<file path="src/sv/sasu_pkg.sv">
// Types and constants of the suffix automaton substring histogram unit.
package sasu_pkg;

    localparam int MAX_TEXT    = 4096;
    localparam int ALPHABET    = 26;

    localparam int SYMF_W      = 5;
    localparam int QLEN_W      = 13;
    localparam int CNT_W       = 13;
    localparam int HIST_W      = 14;
    localparam int IN_TDATA_W  = 24;
    localparam int OUT_TDATA_W = 16;

    localparam logic ACT_APPEND = 1'b0;
    localparam logic ACT_QUERY  = 1'b1;

    typedef enum logic [22:0] {
        ST_CLRH  = 23'h000001,
        ST_IDLE  = 23'h000002,
        ST_A_LEN = 23'h000004,
        ST_A_CLR = 23'h000008,
        ST_W_RD  = 23'h000010,
        ST_W_CHK = 23'h000020,
        ST_H_LP  = 23'h000040,
        ST_H_LQ  = 23'h000080,
        ST_H_CMP = 23'h000100,
        ST_H_LNK = 23'h000200,
        ST_C_RD  = 23'h000400,
        ST_C_WR  = 23'h000800,
        ST_R_RD  = 23'h001000,
        ST_R_CHK = 23'h002000,
        ST_F_Q   = 23'h004000,
        ST_F_CUR = 23'h008000,
        ST_S_RD  = 23'h010000,
        ST_S_LO  = 23'h020000,
        ST_S_HI  = 23'h040000,
        ST_S_END = 23'h080000,
        ST_Q_RD  = 23'h100000,
        ST_Q_ADD = 23'h200000,
        ST_Q_OUT = 23'h400000
    } t_op;

    typedef struct packed {
        t_op  op;
        logic take;
    } t_cmd;

    typedef struct packed {
        logic full;
        logic sym_ok;
        logic q_ok;
        logic tr_zero;
        logic tr_is_q;
        logic p_root;
        logic len_match;
        logic j_last;
        logic i_last;
        logic clr_last;
        logic out_free;
    } t_stat;

endpackage

</file>
<file path="src/sv/sasu_ctrl.sv">
// Sequencing state machine of the suffix automaton substring histogram unit.
module sasu_ctrl (
    input  logic            i_clk,
    input  logic            i_rst_n,
    input  logic            i_s_tvalid,
    input  logic            i_action,
    input  sasu_pkg::t_stat i_stat,
    output sasu_pkg::t_cmd  o_cmd,
    output logic            o_ready
);

    sasu_pkg::t_op r_state, n_state;

    assign o_ready    = (r_state == sasu_pkg::ST_IDLE);
    assign o_cmd.op   = r_state;
    assign o_cmd.take = o_ready && i_s_tvalid;

    always_comb begin
        n_state = r_state;
        unique case (r_state)
            sasu_pkg::ST_CLRH: begin
                if (i_stat.clr_last) n_state = sasu_pkg::ST_IDLE;
            end
            sasu_pkg::ST_IDLE: begin
                if (o_cmd.take) begin
                    if (i_action == sasu_pkg::ACT_QUERY) begin
                        n_state = i_stat.q_ok ? sasu_pkg::ST_Q_RD : sasu_pkg::ST_Q_OUT;
                    end else if (!i_stat.full && i_stat.sym_ok) begin
                        n_state = sasu_pkg::ST_A_LEN;
                    end
                end
            end
            sasu_pkg::ST_A_LEN: n_state = sasu_pkg::ST_A_CLR;
            sasu_pkg::ST_A_CLR: begin
                if (i_stat.j_last) n_state = sasu_pkg::ST_W_RD;
            end
            sasu_pkg::ST_W_RD: n_state = sasu_pkg::ST_W_CHK;
            sasu_pkg::ST_W_CHK: begin
                if (!i_stat.tr_zero) n_state = sasu_pkg::ST_H_LP;
                else if (i_stat.p_root) n_state = sasu_pkg::ST_S_RD;
                else n_state = sasu_pkg::ST_W_RD;
            end
            sasu_pkg::ST_H_LP: n_state = sasu_pkg::ST_H_LQ;
            sasu_pkg::ST_H_LQ: n_state = sasu_pkg::ST_H_CMP;
            sasu_pkg::ST_H_CMP: begin
                n_state = i_stat.len_match ? sasu_pkg::ST_S_RD : sasu_pkg::ST_H_LNK;
            end
            sasu_pkg::ST_H_LNK: n_state = sasu_pkg::ST_C_RD;
            sasu_pkg::ST_C_RD:  n_state = sasu_pkg::ST_C_WR;
            sasu_pkg::ST_C_WR: begin
                n_state = i_stat.j_last ? sasu_pkg::ST_R_RD : sasu_pkg::ST_C_RD;
            end
            sasu_pkg::ST_R_RD: n_state = sasu_pkg::ST_R_CHK;
            sasu_pkg::ST_R_CHK: begin
                if (!i_stat.tr_is_q || i_stat.p_root) n_state = sasu_pkg::ST_F_Q;
                else n_state = sasu_pkg::ST_R_RD;
            end
            sasu_pkg::ST_F_Q:   n_state = sasu_pkg::ST_F_CUR;
            sasu_pkg::ST_F_CUR: n_state = sasu_pkg::ST_S_RD;
            sasu_pkg::ST_S_RD:  n_state = sasu_pkg::ST_S_LO;
            sasu_pkg::ST_S_LO:  n_state = sasu_pkg::ST_S_HI;
            sasu_pkg::ST_S_HI:  n_state = sasu_pkg::ST_S_END;
            sasu_pkg::ST_S_END: n_state = sasu_pkg::ST_IDLE;
            sasu_pkg::ST_Q_RD:  n_state = sasu_pkg::ST_Q_ADD;
            sasu_pkg::ST_Q_ADD: begin
                n_state = i_stat.i_last ? sasu_pkg::ST_Q_OUT : sasu_pkg::ST_Q_RD;
            end
            sasu_pkg::ST_Q_OUT: begin
                if (i_stat.out_free) n_state = sasu_pkg::ST_IDLE;
            end
            default: n_state = sasu_pkg::ST_CLRH;
        endcase
    end

    always_ff @(posedge i_clk) begin
        if (!i_rst_n) begin
            r_state <= sasu_pkg::ST_CLRH;
        end else begin
            r_state <= n_state;
        end
    end

endmodule

</file>
<file path="config.mk">
export PLATFORM = sky130hd
export DESIGN_NAME = sasu_ctrl
export DESIGN_NICKNAME = d
export VERILOG_FILES = /design/src/sv/sasu_pkg.sv /design/src/sv/sasu_ctrl.sv
export SDC_FILE = /design/constraint.sdc
export NUM_CORES = 1
export LEC_CHECK = 0
export BUFFER_PORTS_ARGS = -buffer_cell sky130_fd_sc_hd__buf_2
export CORE_UTILIZATION = 40
export DETAILED_ROUTE_END_ITERATION = 7
export PLACE_DENSITY = 0.66
export SKIP_LAST_GASP = 1
export SLEW_MARGIN = 30
export SYNTH_ARGS = -nofsm -noshare
export SYNTH_HDL_FRONTEND = slang
export SYNTH_SLANG_ARGS = --single-unit
</file>
<file path="constraint.sdc">
create_clock -name i_clk -period 1.8 [get_ports i_clk]
set_input_delay 0.18 -clock i_clk [delete_from_list [all_inputs] [get_ports i_clk]]
set_output_delay 0.18 -clock i_clk [all_outputs]
set_load 0.01 [all_outputs]
</file>
After elaboration in Yosys (flattened, before gate mapping)
Index checks and enable logic that the tools add are counted.
{"block": "totals", "reg_bits": 23, "output_inout_bits": 25, "word_cells": 49}
{"block": "op_classes", "n_eq_ne": 28, "n_mux": 14, "n_reduce_logical": 6}
{"operator": "case mux 23 bit (23 select lines)", "count": 1}
{"operator": "two-way mux 23 bit", "count": 8}
{"operator": "two-way mux 17 bit", "count": 3}
{"operator": "== test 23 x 1 -> 1 bit (second input constant)", "count": 1}
{"operator": "== test 23 x 10 -> 1 bit (second input constant)", "count": 1}
{"operator": "== test 23 x 11 -> 1 bit (second input constant)", "count": 1}
{"operator": "== test 23 x 12 -> 1 bit (second input constant)", "count": 1}
{"operator": "== test 23 x 13 -> 1 bit (second input constant)", "count": 1}
{"operator": "== test 23 x 14 -> 1 bit (second input constant)", "count": 1}
{"operator": "== test 23 x 15 -> 1 bit (second input constant)", "count": 1}
{"operator": "== test 23 x 16 -> 1 bit (second input constant)", "count": 1}
{"operator": "== test 23 x 17 -> 1 bit (second input constant)", "count": 1}
{"operator": "== test 23 x 18 -> 1 bit (second input constant)", "count": 1}
{"operator": "== test 23 x 19 -> 1 bit (second input constant)", "count": 1}
{"operator": "== test 23 x 2 -> 1 bit (second input constant)", "count": 1}
{"operator": "== test 23 x 20 -> 1 bit (second input constant)", "count": 1}
{"operator": "== test 23 x 21 -> 1 bit (second input constant)", "count": 1}
{"operator": "== test 23 x 22 -> 1 bit (second input constant)", "count": 1}
{"operator": "== test 23 bit (second input constant)", "count": 1}
{"operator": "== test 23 x 3 -> 1 bit (second input constant)", "count": 1}
{"operator": "== test 23 x 4 -> 1 bit (second input constant)", "count": 1}
{"operator": "== test 23 x 5 -> 1 bit (second input constant)", "count": 1}
{"operator": "== test 23 x 6 -> 1 bit (second input constant)", "count": 1}
{"operator": "== test 23 x 7 -> 1 bit (second input constant)", "count": 1}
{"operator": "10 further kinds", "count": 15}

Logic depth before layout (Yosys ltp)
{"block": "logic_depth", "depth_word": 6, "ltp_mapped": 8, "depth_no_buf": 6}

Worst setup path before layout
No wires, ideal clock.
{"block": "synth_path", "kind": "reg2reg", "start": "reg r_state[16]", "end": "reg r_state[0]", "setup_time_ns": 0.119, "arrival_time_ns": 1.814, "setup_slack_ns": -0.134, "path_stages_with_launch": 7, "path_buffers": 0, "cell_sequence": "dfxtp_1 > nor4_4 > nand3_2 > or4_4 > o311a_2 > o211ai_2 > o21bai_1"}
{"block": "synth_between", "elab_chain_len": 4, "elab_cells_between_ends": 31, "cone_classes": "eq/ne (28); mux (1); reduce/logical (2)"}
{"element": "from (decl)", "line": "sasu_ctrl.sv:12", "text": "sasu_pkg::t_op r_state, n_state;"}
{"element": "from (signal assigned)", "line": "sasu_ctrl.sv:77", "text": "r_state <= sasu_pkg::ST_CLRH;"}
{"element": "from (signal assigned)", "line": "sasu_ctrl.sv:79", "text": "r_state <= n_state;"}
{"element": "== test 23 x 2 -> 1 bit", "line": "sasu_ctrl.sv:14, sasu_ctrl.sv:20"}
{"element": "logical AND 1 bit", "line": "sasu_ctrl.sv:16", "text": "assign o_cmd.take = o_ready && i_s_tvalid;"}
{"element": "inequality test 2 bit (no source line)"}
{"element": "AND reduction 5 bit (no source line)"}
Several ways; a longest one is shown, not always the timed one.
A chain may end at the register's enable or synchronous reset.

==> results.md <==
- Synth Register Bits: 23
- Pleak: 1.08 nW
- Die Wd: about 61 um
- Critical path class: flip-flop to output pin
- TritonCTS buffer count: 3
- DP Wirelength: between 3000 and 4000 um
- Diodes inserted: 0
- Worst-margin pin slew: roughly 0.47 ns
- Post-Synthesis Cell Area: 1420 um^2
- Core ar.: around 3400 um^2
- Placed Cells: slightly below 300
- Top_reg_cell synth: dfxtp_1
- Max clock buf depth: 2
- CP endpoint kind: output pin
- RSZ-0062 raised after global routing: yes
- Mapped Nets: approximately 180
- Clock transition at path regs: 0.14 ns
- Peak supply drop: 0.000415 V
- CTS Sinks: 23
- Non-filler cells, final: about 310
- Worst Setup Start Kind: flip-flop
- F_max: between 400 and 500 MHz
- Hold WS: between 0.03 and 0.04 ns
- Largest register by flop count: r_state
- DRT Wirelength: 5010 um
- Worst-Skew Late Latency: between 0.3 and 0.4 ns
- Filler instances: roughly 270
- Fin. max-slew vios: 0
- Async set-reset flop share out of synthesis: 0
- Min-Delay Path Depth: 2
- CTS tree: built
- Worst hold path type: input pin to flip-flop
- Vias after detailed routing: roughly 1700
- Root Buffer: clkbuf_4
- Yosys warning count: 0
- Outcome: complete, but fails checks
- Starting density of the core: 0.421
- EDFF count, synth: 0
- Largest register FFs: 23
- Biggest regs: r_state (23)
- Sequential Power Share: 0.308
- Failing checks: negative setup slack
- Top cell type's share of synthesized area: 0.325
- Avg Synthesized Cell Area: roughly 8.5 um^2
- Worst R2R Setup Slack: -0.23 ns
- Starting DRT DRC Count: roughly 110
- Die Ht: 61.5 um
- Final setup violation count: 11
- Antenna-violating nets left: 0
- Worst Hold End: r_state[6]
- Critical Path Fanout Max: 2
- Area added between synthesis and finish: 70.3%
- Sequential share of the synthesized area: 0.325
- WP data required: roughly 1.6 ns
- Pwr Density: between 700 and 800 nW/um^2
- Comb pwr share: 0.546
- Commonest non-fill, non-tap cell in the layout: buf_4
- Commonest non-fill, non-tap cells in the layout: 49 x buf_4, 39 x buf_2, 13 x dfxtp_1, 12 x nand2_1, 11 x nor2_1
- Worst setup margin: -0.260 ns
- Hold Startpoint: i_stat[7]
- DRC viols: 0
- Die area: roughly 3800 um^2
- Total GRT Usage: 0.276
- Hold Vio Cnt, Final: 0
- Standard-cell row count: 21
- Cells on worst reg2reg path: 6
- Place WS: -0.129 ns
- First-pass GRT wire length: 7580 um
- Number of global-route vias before repair: 1639
- Router iterations before antenna repair: 4
- Netlist cell types: 48
- GR Overflow Total: 0
- RR Startpoint: r_state[19]
- Clock Power Share: 0.145
- Worst slew margin: 0.683
- Placer congestion estimate: roughly 0.92
- Mapped Cells: roughly 170
- Pin count of the biggest net entering global routing: 14
- Nets@finish: 279
- Wire per inst: about 16 um
- Via-per-instance ratio: roughly 5.6
- Util after Layout: 0.717
- Switching part of the total: 0.372
- Largest area contributor in the netlist: dfxtp_1
- Internal power: around 1.1 mW
- Tmin final: 2.06 ns
- NetSw: ~0.66 mW
- Reg-to-Reg End: r_state[20]
- Port Buffers: 39
- Worst EP arrival: approximately 1.9 ns
- Share of layout cells above drive strength 1: 0.593
- Initial antenna violation count: 0
- Max Cap Viol: 0
- Period utilization: 1.14
- H-tree depth reported by CTS: 1
- Pwr Total: approximately 1.8 mW
- Synth top area cells: dfxtp_1 33%, nor3_1 6.7%, nor4_4 6.0%
- IO Pins: 40
- Clk_skew: roughly 0.0022 ns
-- synth_stat cells (2+ instances only) --
master    number
dfxtp_1       23
nor3_1        19
nand2_1       17
nor2_1        11
nand3b_1       6
nand2b_1       5
nand4_1        5
nor3b_1        5
nor4_1         5
o21ai_0        5
nand3_1        4
nor4_4         4
xor2_1         4
a21oi_1        3
a31oi_1        3
clkbuf_1       3
inv_1          3
nand4b_1       3
o21a_1         3
and3_1         2
nor2b_1        2
nor4_2         2
nor4b_1        2
or4_4          2
xnor2_1        2
-- cells by family (layout without fill, tap and decap cells) --
logic type | count (synthesis) | in the layout | share of synthesized area
compound gates | 24 | 24 | 0.120
xor+xnor | 6 | 6 | 0.0371
buf+inv | 7 | 104 | 0.0194
flops | 23 | 23 | 0.325
mux | 1 | 1 | 0.00707
simple gates | 105 | 105 | 0.491
-- power by group through the flow --
stage,logic (mW),registers [mW],clock network (mW)
final,0.971,0.548,0.258
after CTS,0.778,0.548,0.259
after floorplan,0.369,0.595,0
after global routing,1.04,0.551,0.290
after detailed placement,0.690,0.559,0
after global placement,0.677,0.558,0
-- layer usage --
layer / part of all wire / GRT usage / wire length, um
met3: 0.050 / 0.0336 / 248
met1: 0.40 / 0.322 / 1980
met5: 0 / 0 / 0
met4: 0.028 / 0.111 / 140
met2: 0.53 / 0.505 / 2640
-- cell type report --
class / instances / area [um^2] / share of cell area
Timing Repair Buffer: 97 / 663 / 0.275
Inverter: 3 / 11.3 / 0.00467
Tap cell: 46 / 57.6 / 0.0239
Clock buffer: 3 / 22.5 / 0.00935
Clock inverter: 1 / 5.00 / 0.00208
Multi-Input combinational cell: 136 / 1170 / 0.488
Sequential cell: 23 / 475 / 0.197
-- worst max-delay path, cell delays in order (launching register included) --
cell and delay, ns:
dfxtp_2 0.36, nor4_4 0.38, nand3_2 0.16, buf_6 0.15, nor4_4 0.23, and2_1 0.15
buf_2 0.12
-- through the flow --
stage | cell area (um^2) | TNS [ns]
floorplan | 1440 | -0.188
global placement | 1980 | -0.394
detailed placement | 1980 | -0.747
CTS | 2170 | -1.15
global route | 2410 | -2.59
finish | 2410 | -1.54
-- worst max-delay path by stage --
stage | from | endpoint | slack [ns] | depth (start not counted)
global route | r_state[19] | o_cmd[0] | -0.36 | 6
floorplan | r_state[18] | r_state[0] | -0.06 | 6
detailed placement | r_state[11] | r_state[20] | -0.13 | 5
CTS | r_state[17] | o_cmd[0] | -0.25 | 6
global placement | r_state[19] | r_state[0] | -0.07 | 8
finish | r_state[19] | o_cmd[0] | -0.26 | 6
-- timing repair --
item                       in CTS  in global routing
pin swaps                      12                 18
resized for setup              21                 37
hold buffers                    0                  1
setup endpoints to repair      13                 21
buffers inserted                8                  6
hold endpoints to repair        0                  1
cloned                          1                  0
Note: power is estimated with default switching activity, not from simulation.
